## src/hdl/skm_pkg.sv

```systemverilog
// ----------------------------------------------------------------------------
// skm_pkg
// Shared types and codes for the sorted key map unit.
// ----------------------------------------------------------------------------
package skm_pkg;

    typedef enum logic [2:0] {
        CMD_ADD     = 3'd0,
        CMD_DELETE  = 3'd1,
        CMD_FIND    = 3'd2,
        CMD_PICK    = 3'd3,
        CMD_ITERATE = 3'd4
    } cmd_t;

    localparam logic [2:0] ST_OK          = 3'd0;
    localparam logic [2:0] ST_NOT_FOUND   = 3'd1;
    localparam logic [2:0] ST_FULL        = 3'd2;
    localparam logic [2:0] ST_ORDER       = 3'd3;
    localparam logic [2:0] ST_ZERO_HANDLE = 3'd4;
    localparam logic [2:0] ST_EMPTY       = 3'd5;

    localparam int MAX_RESULTS = 64;

    typedef enum logic [3:0] {
        S_IDLE,
        S_ADD_RD,     // read last used key
        S_ADD_CHK,
        S_SRCH_RD,    // binary search: issue read of mid
        S_SRCH_CHK,   // compare mid key
        S_SRCH_HRD,   // read handle at hit
        S_SRCH_DONE,
        S_SQ_RD,      // compaction walk: read slot
        S_SQ_WR,      // compaction walk: move if live
        S_MOD,        // pick mod used (restoring division)
        S_PICK_RD,
        S_PICK_OUT,
        S_IT_RD,
        S_IT_CHK,
        S_EMIT        // single final result
    } state_t;

    // controller -> datapath
    typedef struct packed {
        logic load;        // capture command fields
        logic idx_last;    // address = used-1
        logic idx_mid;     // address = mid
        logic idx_walk;    // address = walk pointer
        logic idx_pick;    // address = remainder
        logic search_init;
        logic search_step;
        logic walk_init;
        logic walk_step;
        logic sq_move;     // write live entry to write pointer
        logic sq_finish;
        logic add_write;
        logic del_write;
        logic mod_init;
        logic mod_step;
        logic out_emit;
        logic [2:0] out_status;
        logic out_use_handle; // drive found_handle from handle read data
        logic out_use_key;    // drive found_key from key read data
        logic out_last;
        logic it_count;
    } ctl_t;

    // datapath -> controller
    typedef struct packed {
        logic used_zero;
        logic used_full;
        logic dead_over;
        logic no_live;
        logic has_dead;
        logic key_le;       // read key >= input key
        logic handle_zero;  // input handle zero
        logic rd_handle_zero;
        logic search_done;  // lo >= hi
        logic mk_lt;
        logic mk_eq;
        logic walk_done;
        logic mod_done;
        logic it_cap;       // 63 results already emitted
        logic it_final;     // next iterate result is the last live entry
    } sts_t;

endpackage

```

## src/hdl/skm_ram.sv

```systemverilog
// ----------------------------------------------------------------------------
// skm_ram
// Generic single-port RAM with registered read.
// ----------------------------------------------------------------------------
module skm_ram #(
    parameter int WIDTH = 32,
    parameter int DEPTH = 64
) (
    input  logic                     clk,
    input  logic                     we,
    input  logic [$clog2(DEPTH)-1:0] addr,
    input  logic [WIDTH-1:0]         wdata,
    output logic [WIDTH-1:0]         rdata
);
    logic [WIDTH-1:0] mem [DEPTH];

    always_ff @(posedge clk)
    begin
        if (we)
        begin
            mem[addr] <= wdata;
        end
        rdata <= mem[addr];
    end
endmodule

```

## src/hdl/skm_ctrl.sv

```systemverilog
// ----------------------------------------------------------------------------
// skm_ctrl
// Command sequencer for the sorted key map.
// ----------------------------------------------------------------------------
module skm_ctrl (
    input  logic          clk,
    input  logic          rst_n,
    input  logic          start,
    input  logic [2:0]    command,
    input  skm_pkg::sts_t sts,
    output skm_pkg::ctl_t ctl,
    output logic          busy
);
    skm_pkg::state_t state_reg, state_next;
    logic [2:0] cmd_reg, cmd_next;

    always_ff @(posedge clk or negedge rst_n)
    begin
        if (!rst_n)
        begin
            state_reg <= skm_pkg::S_IDLE;
            cmd_reg   <= 3'd0;
        end
        else
        begin
            state_reg <= state_next;
            cmd_reg   <= cmd_next;
        end
    end

    assign busy = (state_reg != skm_pkg::S_IDLE);

    always_comb
    begin
        state_next = state_reg;
        cmd_next   = cmd_reg;
        ctl        = '0;
        case (state_reg)
            skm_pkg::S_IDLE:
            begin
                if (start)
                begin
                    ctl.load = 1'b1;
                    cmd_next = command;
                    case (command)
                        skm_pkg::CMD_ADD:
                        begin
                            ctl.idx_last = 1'b1;
                            state_next   = skm_pkg::S_ADD_RD;
                        end
                        skm_pkg::CMD_DELETE, skm_pkg::CMD_FIND:
                        begin
                            ctl.search_init = 1'b1;
                            state_next      = skm_pkg::S_SRCH_RD;
                        end
                        skm_pkg::CMD_PICK:
                        begin
                            ctl.walk_init = 1'b1;
                            state_next    = skm_pkg::S_SQ_RD;
                        end
                        skm_pkg::CMD_ITERATE:
                        begin
                            ctl.walk_init = 1'b1;
                            state_next    = skm_pkg::S_IT_RD;
                        end
                        default:
                        begin
                            state_next = skm_pkg::S_EMIT;
                        end
                    endcase
                end
            end
            skm_pkg::S_ADD_RD:
            begin
                ctl.idx_last = 1'b1;
                state_next   = skm_pkg::S_ADD_CHK;
            end
            skm_pkg::S_ADD_CHK:
            begin
                state_next     = skm_pkg::S_IDLE;
                ctl.out_emit   = 1'b1;
                ctl.out_last   = 1'b1;
                if (!sts.used_zero && sts.key_le)
                begin
                    ctl.out_status = skm_pkg::ST_ORDER;
                end
                else if (sts.handle_zero)
                begin
                    ctl.out_status = skm_pkg::ST_ZERO_HANDLE;
                end
                else if (sts.used_full && !sts.dead_over)
                begin
                    ctl.out_status = skm_pkg::ST_FULL;
                end
                else if (sts.used_full)
                begin
                    // compact first, then retry the append
                    ctl.out_emit  = 1'b0;
                    ctl.walk_init = 1'b1;
                    state_next    = skm_pkg::S_SQ_RD;
                end
                else
                begin
                    ctl.add_write  = 1'b1;
                    ctl.out_status = skm_pkg::ST_OK;
                end
            end
            skm_pkg::S_SRCH_RD:
            begin
                ctl.idx_mid = 1'b1;
                if (sts.search_done)
                begin
                    state_next = skm_pkg::S_EMIT;
                end
                else
                begin
                    state_next = skm_pkg::S_SRCH_CHK;
                end
            end
            skm_pkg::S_SRCH_CHK:
            begin
                ctl.idx_mid = 1'b1;
                if (sts.mk_eq)
                begin
                    state_next = skm_pkg::S_SRCH_HRD;
                end
                else
                begin
                    ctl.search_step = 1'b1;
                    state_next      = skm_pkg::S_SRCH_RD;
                end
            end
            skm_pkg::S_SRCH_HRD:
            begin
                ctl.idx_mid = 1'b1;
                state_next  = skm_pkg::S_SRCH_DONE;
            end
            skm_pkg::S_SRCH_DONE:
            begin
                ctl.idx_mid  = 1'b1;
                ctl.out_emit = 1'b1;
                ctl.out_last = 1'b1;
                state_next   = skm_pkg::S_IDLE;
                if (sts.rd_handle_zero)
                begin
                    ctl.out_status = skm_pkg::ST_NOT_FOUND;
                end
                else
                begin
                    ctl.out_status     = skm_pkg::ST_OK;
                    ctl.out_use_handle = 1'b1;
                    ctl.del_write      = (cmd_reg == skm_pkg::CMD_DELETE);
                end
            end
            skm_pkg::S_SQ_RD:
            begin
                ctl.idx_walk = 1'b1;
                if (cmd_reg == skm_pkg::CMD_PICK && sts.no_live)
                begin
                    state_next = skm_pkg::S_EMIT;
                end
                else if (cmd_reg == skm_pkg::CMD_PICK && !sts.has_dead)
                begin
                    ctl.mod_init = 1'b1;
                    state_next   = skm_pkg::S_MOD;
                end
                else if (sts.walk_done)
                begin
                    ctl.sq_finish = 1'b1;
                    if (cmd_reg == skm_pkg::CMD_PICK)
                    begin
                        ctl.mod_init = 1'b1;
                        state_next   = skm_pkg::S_MOD;
                    end
                    else
                    begin
                        ctl.idx_last = 1'b1;
                        state_next   = skm_pkg::S_ADD_RD;
                    end
                end
                else
                begin
                    state_next = skm_pkg::S_SQ_WR;
                end
            end
            skm_pkg::S_SQ_WR:
            begin
                ctl.sq_move   = !sts.rd_handle_zero;
                ctl.walk_step = 1'b1;
                state_next    = skm_pkg::S_SQ_RD;
            end
            skm_pkg::S_MOD:
            begin
                ctl.mod_step = 1'b1;
                if (sts.mod_done)
                begin
                    ctl.mod_step = 1'b0;
                    state_next   = skm_pkg::S_PICK_RD;
                end
            end
            skm_pkg::S_PICK_RD:
            begin
                ctl.idx_pick = 1'b1;
                state_next   = skm_pkg::S_PICK_OUT;
            end
            skm_pkg::S_PICK_OUT:
            begin
                ctl.out_emit       = 1'b1;
                ctl.out_last       = 1'b1;
                ctl.out_status     = skm_pkg::ST_OK;
                ctl.out_use_handle = 1'b1;
                state_next         = skm_pkg::S_IDLE;
            end
            skm_pkg::S_IT_RD:
            begin
                ctl.idx_walk = 1'b1;
                if (sts.walk_done)
                begin
                    state_next = skm_pkg::S_IDLE;
                end
                else
                begin
                    state_next = skm_pkg::S_IT_CHK;
                end
                if (sts.no_live)
                begin
                    state_next = skm_pkg::S_EMIT;
                end
            end
            skm_pkg::S_IT_CHK:
            begin
                ctl.walk_step = 1'b1;
                state_next    = skm_pkg::S_IT_RD;
                if (!sts.rd_handle_zero)
                begin
                    ctl.out_emit       = 1'b1;
                    ctl.out_status     = skm_pkg::ST_OK;
                    ctl.out_use_handle = 1'b1;
                    ctl.out_use_key    = 1'b1;
                    ctl.it_count       = 1'b1;
                    ctl.out_last       = sts.it_final | sts.it_cap;
                    if (sts.it_final || sts.it_cap)
                    begin
                        state_next = skm_pkg::S_IDLE;
                    end
                end
            end
            skm_pkg::S_EMIT:
            begin
                ctl.out_emit = 1'b1;
                ctl.out_last = 1'b1;
                state_next   = skm_pkg::S_IDLE;
                case (cmd_reg)
                    skm_pkg::CMD_DELETE, skm_pkg::CMD_FIND:
                        ctl.out_status = skm_pkg::ST_NOT_FOUND;
                    skm_pkg::CMD_PICK, skm_pkg::CMD_ITERATE:
                        ctl.out_status = skm_pkg::ST_EMPTY;
                    default:
                        ctl.out_status = skm_pkg::ST_OK;
                endcase
            end
            default:
            begin
                state_next = skm_pkg::S_IDLE;
            end
        endcase
    end
endmodule

```

## src/hdl/skm_dp.sv

```systemverilog
// ----------------------------------------------------------------------------
// skm_dp
// Datapath: key/handle memories, counts, search bounds, walk pointers,
// remainder unit and result register.
// ----------------------------------------------------------------------------
module skm_dp #(
    parameter int CAPACITY = 64
) (
    input  logic          clk,
    input  logic          rst_n,
    input  skm_pkg::ctl_t ctl,
    output skm_pkg::sts_t sts,
    input  logic [31:0]   key,
    input  logic [31:0]   handle,
    input  logic [31:0]   pick,
    output logic          done,
    output logic [2:0]    status,
    output logic [31:0]   found_handle,
    output logic [31:0]   found_key,
    output logic [6:0]    live_count,
    output logic          last
);
    localparam int AW = $clog2(CAPACITY);
    localparam int CW = $clog2(CAPACITY + 1);
    localparam logic [CW-1:0] CAP_C     = CW'(CAPACITY);
    localparam logic [CW-1:0] QUARTER_C = CW'(CAPACITY / 4);
    localparam int MW = CW + 1;

    logic [31:0] key_reg, handle_reg, pick_reg;
    logic [CW-1:0] used_reg, used_next, dead_reg, dead_next;
    logic [CW-1:0] lo_reg, lo_next, hi_reg, hi_next;
    logic [CW-1:0] rd_reg, rd_next, wr_reg, wr_next;
    logic [6:0] itn_reg, itn_next;
    logic [MW-1:0] rem_reg, rem_next;
    logic [31:0] quo_reg, quo_next;
    logic [5:0] bit_reg, bit_next;
    logic [CW-1:0] mid;
    logic [CW-1:0] live;
    logic [AW-1:0] addr;
    logic key_we, hnd_we;
    logic [31:0] key_wd, hnd_wd, key_rd, hnd_rd;
    logic [MW-1:0] trial;

    assign live = used_reg - dead_reg;
    assign mid  = lo_reg + ((hi_reg - lo_reg) >> 1);

    always_comb
    begin
        addr = '0;
        if (ctl.idx_last)
        begin
            addr = AW'(used_reg - CW'(1));
        end
        else if (ctl.idx_mid)
        begin
            addr = mid[AW-1:0];
        end
        else if (ctl.idx_walk)
        begin
            addr = rd_reg[AW-1:0];
        end
        else if (ctl.idx_pick)
        begin
            addr = rem_reg[AW-1:0];
        end
        key_we = 1'b0;
        hnd_we = 1'b0;
        key_wd = key_rd;
        hnd_wd = hnd_rd;
        if (ctl.add_write)
        begin
            addr   = used_reg[AW-1:0];
            key_we = 1'b1;
            hnd_we = 1'b1;
            key_wd = key_reg;
            hnd_wd = handle_reg;
        end
        else if (ctl.del_write)
        begin
            hnd_we = 1'b1;
            hnd_wd = '0;
        end
        else if (ctl.sq_move)
        begin
            addr   = wr_reg[AW-1:0];
            key_we = 1'b1;
            hnd_we = 1'b1;
        end
    end

    skm_ram #(.WIDTH(32), .DEPTH(CAPACITY)) u_keys (
        .clk(clk), .we(key_we), .addr(addr), .wdata(key_wd), .rdata(key_rd)
    );
    skm_ram #(.WIDTH(32), .DEPTH(CAPACITY)) u_handles (
        .clk(clk), .we(hnd_we), .addr(addr), .wdata(hnd_wd), .rdata(hnd_rd)
    );

    // pick mod used: restoring division, one quotient bit per cycle
    assign trial = {rem_reg[CW-1:0], quo_reg[31]};

    always_comb
    begin
        used_next = used_reg;
        dead_next = dead_reg;
        lo_next   = lo_reg;
        hi_next   = hi_reg;
        rd_next   = rd_reg;
        wr_next   = wr_reg;
        itn_next  = itn_reg;
        rem_next  = rem_reg;
        quo_next  = quo_reg;
        bit_next  = bit_reg;
        if (ctl.search_init)
        begin
            lo_next = '0;
            hi_next = used_reg;
        end
        if (ctl.search_step)
        begin
            if (sts.mk_lt)
            begin
                lo_next = mid + CW'(1);
            end
            else
            begin
                hi_next = mid;
            end
        end
        if (ctl.walk_init)
        begin
            rd_next  = '0;
            wr_next  = '0;
            itn_next = '0;
        end
        if (ctl.walk_step)
        begin
            rd_next = rd_reg + CW'(1);
        end
        if (ctl.sq_move)
        begin
            wr_next = wr_reg + CW'(1);
        end
        if (ctl.it_count)
        begin
            itn_next = itn_reg + 7'd1;
        end
        if (ctl.sq_finish)
        begin
            used_next = wr_reg;
            dead_next = '0;
        end
        if (ctl.add_write)
        begin
            used_next = used_reg + CW'(1);
        end
        if (ctl.del_write)
        begin
            if (dead_reg + CW'(1) == used_reg)
            begin
                used_next = '0;
                dead_next = '0;
            end
            else
            begin
                dead_next = dead_reg + CW'(1);
            end
        end
        if (ctl.mod_init)
        begin
            rem_next = '0;
            quo_next = pick_reg;
            bit_next = 6'd32;
        end
        if (ctl.mod_step)
        begin
            quo_next = {quo_reg[30:0], 1'b0};
            bit_next = bit_reg - 6'd1;
            if (trial >= MW'(used_reg))
            begin
                rem_next = trial - MW'(used_reg);
            end
            else
            begin
                rem_next = trial;
            end
        end
    end

    always_ff @(posedge clk or negedge rst_n)
    begin
        if (!rst_n)
        begin
            used_reg <= '0;
            dead_reg <= '0;
            lo_reg   <= '0;
            hi_reg   <= '0;
            rd_reg   <= '0;
            wr_reg   <= '0;
            itn_reg  <= '0;
            bit_reg  <= '0;
            done     <= 1'b0;
        end
        else
        begin
            used_reg <= used_next;
            dead_reg <= dead_next;
            lo_reg   <= lo_next;
            hi_reg   <= hi_next;
            rd_reg   <= rd_next;
            wr_reg   <= wr_next;
            itn_reg  <= itn_next;
            bit_reg  <= bit_next;
            done     <= ctl.out_emit;
        end
    end

    always_ff @(posedge clk)
    begin
        rem_reg <= rem_next;
        quo_reg <= quo_next;
        if (ctl.load)
        begin
            key_reg    <= key;
            handle_reg <= handle;
            pick_reg   <= pick;
        end
        if (ctl.out_emit)
        begin
            status       <= ctl.out_status;
            found_handle <= ctl.out_use_handle ? hnd_rd : 32'd0;
            found_key    <= ctl.out_use_key ? key_rd : key_reg;
            live_count   <= 7'(used_next - dead_next);
            last         <= ctl.out_last;
        end
    end

    always_comb
    begin
        sts                = '0;
        sts.used_zero      = (used_reg == '0);
        sts.used_full      = (used_reg >= CAP_C);
        sts.dead_over      = (dead_reg > QUARTER_C);
        sts.no_live        = (live == '0);
        sts.has_dead       = (dead_reg != '0);
        sts.key_le         = (key_rd >= key_reg);
        sts.handle_zero    = (handle_reg == 32'd0);
        sts.rd_handle_zero = (hnd_rd == 32'd0);
        sts.search_done    = (lo_reg >= hi_reg);
        sts.mk_lt          = (key_rd < key_reg);
        sts.mk_eq          = (key_rd == key_reg);
        sts.walk_done      = (rd_reg >= used_reg);
        sts.mod_done       = (bit_reg == 6'd0);
        sts.it_cap         = (itn_reg == 7'(skm_pkg::MAX_RESULTS - 1));
        // live entries already emitted plus this one cover the table
        sts.it_final       = ((CW'(itn_reg) + CW'(1)) == live);
    end
endmodule

```

## src/hdl/sorted_key_map_with_tombstones_unit.sv

```systemverilog
// ----------------------------------------------------------------------------
// sorted_key_map_with_tombstones_unit
// Sorted key/handle table with lazy delete, binary search and compaction.
// ----------------------------------------------------------------------------
//  channel   | signals                                | transfer
//  ----------+----------------------------------------+-----------------------
//  command   | start, busy, command, key, handle, pick| start & !busy
//  result    | done, status, found_handle, found_key, | done (one cycle)
//            | live_count, last                       |
//
// Find/delete: at most log2(CAPACITY)+1 binary-search probes, each a key
// read and compare on the single-port key/handle RAMs, then a handle read.
// Add: reads the last used key, checks and writes; a full table with more
// than CAPACITY/4 tombstones is compacted first.
// Pick: compaction walk over the used slots (skipped without tombstones),
// then the remainder of pick by used and the read. Iterate: walks the
// slots up to the last live one, one result per live slot. Reset clears
// counts, bounds and pointers, not the RAMs; the result receiver cannot
// stall, busy holds off new commands.
// ----------------------------------------------------------------------------
module sorted_key_map_with_tombstones_unit #(
    parameter int CAPACITY = 64
) (
    input  logic        clk,
    input  logic        rst_n,
    input  logic        start,
    output logic        busy,
    input  logic [2:0]  command,
    input  logic [31:0] key,
    input  logic [31:0] handle,
    input  logic [31:0] pick,
    output logic        done,
    output logic [2:0]  status,
    output logic [31:0] found_handle,
    output logic [31:0] found_key,
    output logic [6:0]  live_count,
    output logic        last
);
    skm_pkg::ctl_t ctl;
    skm_pkg::sts_t sts;

    skm_ctrl u_ctrl (
        .clk(clk), .rst_n(rst_n), .start(start), .command(command),
        .sts(sts), .ctl(ctl), .busy(busy)
    );

    skm_dp #(.CAPACITY(CAPACITY)) u_dp (
        .clk(clk), .rst_n(rst_n), .ctl(ctl), .sts(sts),
        .key(key), .handle(handle), .pick(pick),
        .done(done), .status(status), .found_handle(found_handle),
        .found_key(found_key), .live_count(live_count), .last(last)
    );

`ifndef SYNTHESIS
    // the final result of a command returns the block to idle
    a_done_busy: assert property (@(posedge clk) disable iff (!rst_n)
        ctl.out_emit && ctl.out_last |=> !busy)
        else $error("final result left block busy");

    a_no_start_done: assert property (@(posedge clk) disable iff (!rst_n)
        (start && !busy) |=> !done)
        else $error("result in cycle after accept");

    a_live_range: assert property (@(posedge clk) disable iff (!rst_n)
        done |-> live_count <= 7'(CAPACITY))
        else $error("live count above capacity");
`endif
endmodule

```

## config.mk

```make
export PLATFORM = sky130hd
export DESIGN_NAME = sorted_key_map_with_tombstones_unit
export DESIGN_NICKNAME = d
export VERILOG_FILES = /design/src/hdl/skm_pkg.sv /design/src/hdl/skm_ram.sv /design/src/hdl/skm_ctrl.sv /design/src/hdl/skm_dp.sv /design/src/hdl/sorted_key_map_with_tombstones_unit.sv
export SDC_FILE = /design/constraint.sdc
export NUM_CORES = 2
export LEC_CHECK = 0
export BUFFER_PORTS_ARGS = -buffer_cell sky130_fd_sc_hd__buf_2
export CAP_MARGIN = 25
export CORE_ASPECT_RATIO = 0.5
export CORE_UTILIZATION = 50
export CTS_CLUSTER_SIZE = 40
export DETAILED_ROUTE_END_ITERATION = 12
export GPL_TIMING_DRIVEN = 1
export PLACE_DENSITY = 0.65
export SLEW_MARGIN = 20
export SYNTH_ARGS = -nofsm -noshare
export SYNTH_HDL_FRONTEND = slang
export SYNTH_SLANG_ARGS = --single-unit
```

## constraint.sdc

```tcl
create_clock -name clk -period 11.1 [get_ports clk]
set_input_delay 1.665 -clock clk [delete_from_list [all_inputs] [get_ports clk]]
set_output_delay 1.665 -clock clk [all_outputs]
set_load 0.02 [all_outputs]
```

======== Word-level counts from Yosys, hierarchy flattened ========
Memory sizes are Yosys's and may differ from the RTL's. A register that Yosys moved wholly into a read port is not among the register bits.
Index checks and enable logic that the tools add are counted.
operators by class
  eq/ne operators ......................... 28
  muxes and demuxes ....................... 120
  bitwise gates (word level) .............. 1
  add/subtract/negate cells ............... 13
  magnitude comparators ................... 7
  reduce and logical (&&, ||, !) cells .... 32
operators by type and width
  kind                 number
  $mux 32              6
  $mux 7               20
  $logic_not 32->1     2
  $mux 1               56
  $mux 4               14
  $mux 6               9
  $pmux 4 s12          1
  $add 7x1->7 const B  6
  $eq 32x32->1         1
  $ge 32x32->1         1
  $lt 32x32->1         1
  $eq 4x4->1 const B   7
  $sub 7x7->7          4
  $pmux 4 s5           1
  $eq 4x3->1 const B   4
  $pmux 4 s4           1
  $eq 7x7->1           2
  $ge 7x7->1           2
  $logic_not 7->1      2
  $eq 3x2->1 const B   4
  $mux 3               4
  $reduce_or 2->1      6
  $sub 6x1->6 const B  2
  $eq 4x2->1 const B   2
  26 further kinds     43
word-level totals
  word-level logic and storage cells ...... 225
  memories kept ........................... 2
  bits in registers ....................... 273
  bits in writable memories ............... 4096
  input port bits ......................... 102
memories
  name                words  width  read ports  clocked after Yosys merged registers in  wr ports  RTL line       source
  u_dp.u_handles.mem  64     32     1           1                                        1         skm_ram.sv:15  logic [WIDTH-1:0] mem [DEPTH];
  u_dp.u_keys.mem     64     32     1           1                                        1         skm_ram.sv:15

======== Longest topological paths before layout ========
  word-level depth ........................ 11
  mapped depth ............................ 25
  gate-level depth less buffers ........... 23

======== By module ========
Synthesis repeated with hierarchy kept, for this count alone.
second synthesis, totals
  cell total of the unflattened synthesis .. 9919
  area, all modules ....................... 172713.1 um2
modules (own cells, without submodules)
  module                    area an instance (um2)  cells an instance  times used
  skm_ram (u_dp.u_keys)     78928.2                 4239               1
  skm_ram (u_dp.u_handles)  78723.0                 4347               1
  skm_dp                    14089.8                 1197               1
  skm_ctrl                  972.2                   136                1

======== Worst setup path after synthesis ========
OpenSTA, ideal clock, no wires.
  kind .................................... register -> register
  start point ............................. register u_dp.hi_reg[0]
  end point ............................... memory u_dp.u_handles.mem[11][0] (enable)
  cell stages (with the launch flop) ...... 21
  path buffers ............................ 5
  setup slack ............................. 4782 ps
  library setup time ...................... 421 ps
  arrival time ............................ 5897 ps
  data required time ...................... 10679 ps
  cell sequence ........................... dfrtp_1 inv_1 ha_1 inv_1 fa_1 ha_1 inv_1 fa_1 xnor2_1 a221o_1 a211oi_1 o31a_1 nand2_2 a211oi_2 buf_2 buf_2 buf_2 buf_2 buf_4 nand2_1 nor2_1
on the way
  word-level cells in the longest chain between the ends .. 7
RTL lines
  item                      RTL line       source
  start: declaration        skm_dp.sv:31   logic [CW-1:0] lo_reg, lo_next, hi_reg, hi_next;
  start signal: assignment  skm_dp.sv:208  hi_reg <= hi_next;
  $sub 7x7->7 (*)           skm_dp.sv:45   assign mid = lo_reg + ((hi_reg - lo_reg) >> 1);
  $add 7x6->7 (*)           skm_dp.sv:45
  $mux 6 (*)                skm_dp.sv:54   else if (ctl.idx_mid)
  $mux 6 (*)                skm_dp.sv:50   if (ctl.idx_last)
  $mux 6                    skm_dp.sv:83   else if (ctl.sq_move)
  $mux 6 (*)                skm_dp.sv:78   else if (ctl.del_write)
  $mux 6 (*)                skm_dp.sv:70   if (ctl.add_write)
  end: declaration          skm_ram.sv:15
Mark *: on every way between the ends. The rest lies on a longest branch, timed or not.

======== Final worst setup path ========
  start point ............................. register u_dp.used_reg[1]
  end point ............................... register u_dp.u_keys.rdata[13], read port of u_dp.u_keys.mem
on the way
  word-level cells in the longest chain between the ends .. 9
RTL lines
  item                                         RTL line                          source
  start: declaration                           skm_dp.sv:30                      logic [CW-1:0] used_reg, used_next, dead_reg, dead_next;
  start signal: assignment                     skm_dp.sv:205                     used_reg <= used_next;
  $sub 7x7->7 or $ge 7x7->1 (tied branches)    skm_dp.sv:44, skm_dp.sv:251
  $logic_not 7->1 or $mux 1 (tied branches)    skm_dp.sv:243, skm_ctrl.sv:167
  $logic_and 1x1->1 or $mux 1 (tied branches)  skm_ctrl.sv:158, skm_ctrl.sv:162
  $mux 1                                       skm_ctrl.sv:158                   if (cmd_reg == skm_pkg::CMD_PICK && sts.no_live)
  $pmux 1 s3                                   skm_ctrl.sv:38                    case (state_reg)
  $mux 6                                       skm_dp.sv:50
  $mux 6                                       skm_dp.sv:83
  $mux 6                                       skm_dp.sv:78
  $mux 6 (*)                                   skm_dp.sv:70
  end: declaration                             skm_ram.sv:13                     output logic [WIDTH-1:0] rdata
Marked as above.
A chain may end at the register's enable or synchronous reset.

==> summary.md <==
| Metric | Value |
|---|---|
| # DRC | `0` |
| Placer Congestion | `0.891` |
| DR vias | `108000` |
| Mapped Avg Cell Area | `16.1 µm²` |
| Htree depth | `5` |
| Number of global-route vias before repair | `100000` |
| XOR/XNOR Fraction of Synth Area | `0.282%` |
| Gate Count Post-Synth | `10700` |
| Final Max Tran Viols | `0` |
| Critical path peak fanout | `80` |
| Area delta synth->final | `12.2%` |
| Synth Area in Simple Gates | `5.81%` |
| Setup CP Type | `reg -> reg` |
| EDFF count, synth | `4305` |
| CP Launch Type | `register` |
| Final nets | `11100` |
| TNS Setup | `0 ps` |
| Avg WL per Cell | `35.3 µm` |
| Vias per inst | `6.79` |
| Fmax | `0.119 GHz` |
| Multi-input combinational cell area | `0.0394 mm²` |
| Final-report setup violation count | `0` |
| Number of setup buffers added after CTS | `0` |
| Largest net degree at the start of global routing | `169` |
| Io pins | `179` |
| CTS Root Cell | `clkbuf_16` |
| Post-synthesis mux area share | `3.18%` |
| ANT nets after route | `0` |
| Clock sink count | `4433` |
| Library cells used by synthesis | `97` |
| Drt pass-1 iters | `6` |
| Layout filler cell count | `26300` |
| Tightest Pin Transition | `1260 ps` |
| CTS tree | `built` |
| Min cycle time layout | `8420 ps` |
| Flop2flop setup slack | `2680 ps` |
| RSZ-0062 raised after global routing | `no` |
| Slew Limit Headroom | `16.0%` |
| Initial antenna violation count | `34` |
| Post-synthesis adder-cell area fraction | `0.650%` |
| FFs w/ async S/R, synth | `1.42%` |
| Clock Pin Slew Worst Setup and Hold Paths | `70 ps` |
| Setup crit end kind | `register` |
| Worst EP arrival | `8960 ps` |
| YS warnings | `0` |
| Main combinational cell family by area after synthesis | `compound AO/OA/AOI/OAI gates` |
| Worst hold stages | `2` |
| Die width | `835 µm` |
| Register area share after synthesis | `76.3%` |
| 1st-iter DRT viols | `17800` |
| Clk Latency, worst-skew pair | `990 ps` |
| First-pass GRT wire length | `774000 µm` |
| Deepest clock path buffer count | `4` |
| Hpwl dp | `314000 µm` |
| Die height | `418 µm` |
| Core area | `0.344 mm²` |
| Gr ovfl total | `0` |
| Synthesized Nets | `10900` |
| Die area | `0.349 mm²` |
| Required time of the critical path | `11630 ps` |
| Register-to-Register Path Depth | `15` |
| PortBufs | `178` |
| Rows | `152` |
| Synth Area in Compound Gates | `11.8%` |
| Ys flop type | `edfxtp_1` |
| Total Wirelength | `560000 µm` |
| Hold_buf cts | `0` |
| Cell Area, Synth | `0.173 mm²` |
| Max-cap viol count | `0` |
| Share of layout cells above drive strength 1 | `15.4%` |
| Status | `finished clean` |
| #FFs+latches synth | `4433` |
| Starting density of the core | `50.4%` |
| Biggest registers after layout | `u_dp.u_handles.mem x2048, u_dp.u_keys.mem x2048` |
| Gates resized, CTS repair | `0` |
| HP Class | `reg -> reg` |
| Final hold vios | `0` |
| Skew final | `64.6 ps` |
| GRT Util Overall | `31.2%` |
| Reg area | `0.132 mm²` |
| Num CTS Buffers | `384` |
| Tcrit/Tclk final | `75.9%` |
[through the flow]
step / hold WS [ps] / cell area (µm²) / setup slack [ps] / cells / util, %
4_1_cts: 508 / 194000 / 2870 / 15800 / 56.5
3_3_place_gp: 477 / 181000 / 2100 / 15100 / 52.7
6_report: 502 / 194000 / 2680 / 15900 / 56.5
3_5_place_dp: 493 / 182000 / 2850 / 15100 / 52.8
5_1_grt: 540 / 194000 / 2550 / 15900 / 56.5
2_1_floorplan: 445 / 173000 / 4780 / 10700 / -
[worst max-delay path, stage by stage, from the launching register on]
cell and delay, ps:
dfrtp_1 670, clkinv_1 670, ha_1 520, nand2_1 50
o21ai_0 210, a41oi_1 410, o21ai_2 520, mux2_2 730
nand2_4 790, buf_12 390, buf_12 340, mux2_2 400
a221oi_1 250, a31oi_1 210, nor4_1 620, nand4_1 830
[final cells by class]
| class | instances | share of cell area, % |
|---|---|---|
| clock inverters | 209 | 1.17 |
| well taps | 4620 | 2.97 |
| repair buffers | 525 | 2.03 |
| diodes | 56 | 0.0721 |
| multi-input cells | 5445 | 20.3 |
| flip-flops and latches | 4433 | 68.0 |
| clock buffers | 492 | 5.32 |
| inverters | 102 | 0.197 |
[synth_stat cells (72+ instances only)]
cell type  number  share of area [%]
a21boi_0      330                1.4
edfxtp_1     4305                 75
mux2i_1       165               0.95
a221oi_1      181               0.91
inv_1         100               0.22
nor2_1        231               0.50
and3_1        356                1.3
nand4b_1       72               0.36
clkbuf_1      465                1.0
a21oi_1       309               0.89
and4_1        112               0.57
a22oi_1       736                3.2
ha_1           82               0.59
mux2_2        343                2.2
buf_2         188               0.54
nand4_1        99               0.36
o21ai_0       557                1.6
nand3_1       114               0.33
a31oi_1       179               0.65
a41oi_1       103               0.52
nand2_1       671                1.5
[layer usage]
| layer | share of wire (%) | up-vias | GRT usage, % | routed length (µm) |
|---|---|---|---|---|
| met2 | 44 | 7574 | 46.3 | 245000 |
| met3 | 13 | 1219 | 7.44 | 72900 |
| met5 | 0.034 | - | 0.441 | 192 |
| met4 | 5.1 | 14 | 13.5 | 28500 |
| met1 | 38 | 55300 | 44.5 | 213000 |
| li1 | - | 43700 | - | - |
[cell usage in the layout (no fill, tap or decap), types with 99 or more instances in the layout]
| cell type | synthesis | layout |
|---|---|---|
| buf_4 | 24 | 308 |
| and3_1 | 356 | 354 |
| and4_1 | 112 | 112 |
| o21ai_0 | 557 | 523 |
| edfxtp_1 | 4305 | 4305 |
| a221oi_1 | 181 | 180 |
| nand2_1 | 671 | 634 |
| nand4_1 | 99 | 99 |
| buf_2 | 188 | 179 |
| a41oi_1 | 103 | 103 |
| mux2_2 | 343 | 343 |
| inv_1 | 100 | 100 |
| nor2_1 | 231 | 99 |
| a22oi_1 | 736 | 736 |
| clkbuf_16 | 0 | 390 |
| nand3_1 | 114 | 114 |
| a21boi_0 | 330 | 330 |
| mux2i_1 | 165 | 163 |
| nor2_4 | 0 | 132 |
| a21oi_1 | 309 | 307 |
| a31oi_1 | 179 | 179 |
[final timing paths]
path,start,to
max,u_dp.used_reg[1],u_dp.u_keys.rdata[13]
max reg2reg,u_dp.used_reg[1],u_dp.u_keys.rdata[13]
min reg2reg,u_dp.quo_reg[0],u_dp.quo_reg[0]
min in group asynchronous,rst_n,u_dp.done
min,u_dp.quo_reg[0],u_dp.quo_reg[0]
max in group asynchronous,rst_n,u_dp.wr_reg[3]
[kinds of logic (layout without fill, tap and decap cells)]
kind of cell | after synthesis | in the layout
other | 0 | 56
buffers and inverters | 853 | 1328
DFF | 4433 | 4433
and+or+nand+nor | 1902 | 1902
adders and majority gates | 87 | 87
AOI/OAI and AO/OA | 2894 | 2894
muxes | 508 | 508
xor gates and xnor gates | 54 | 54
Power is not shown: default switching activity piles up to over one toggle a cycle in this logic, so the estimate is an artifact.
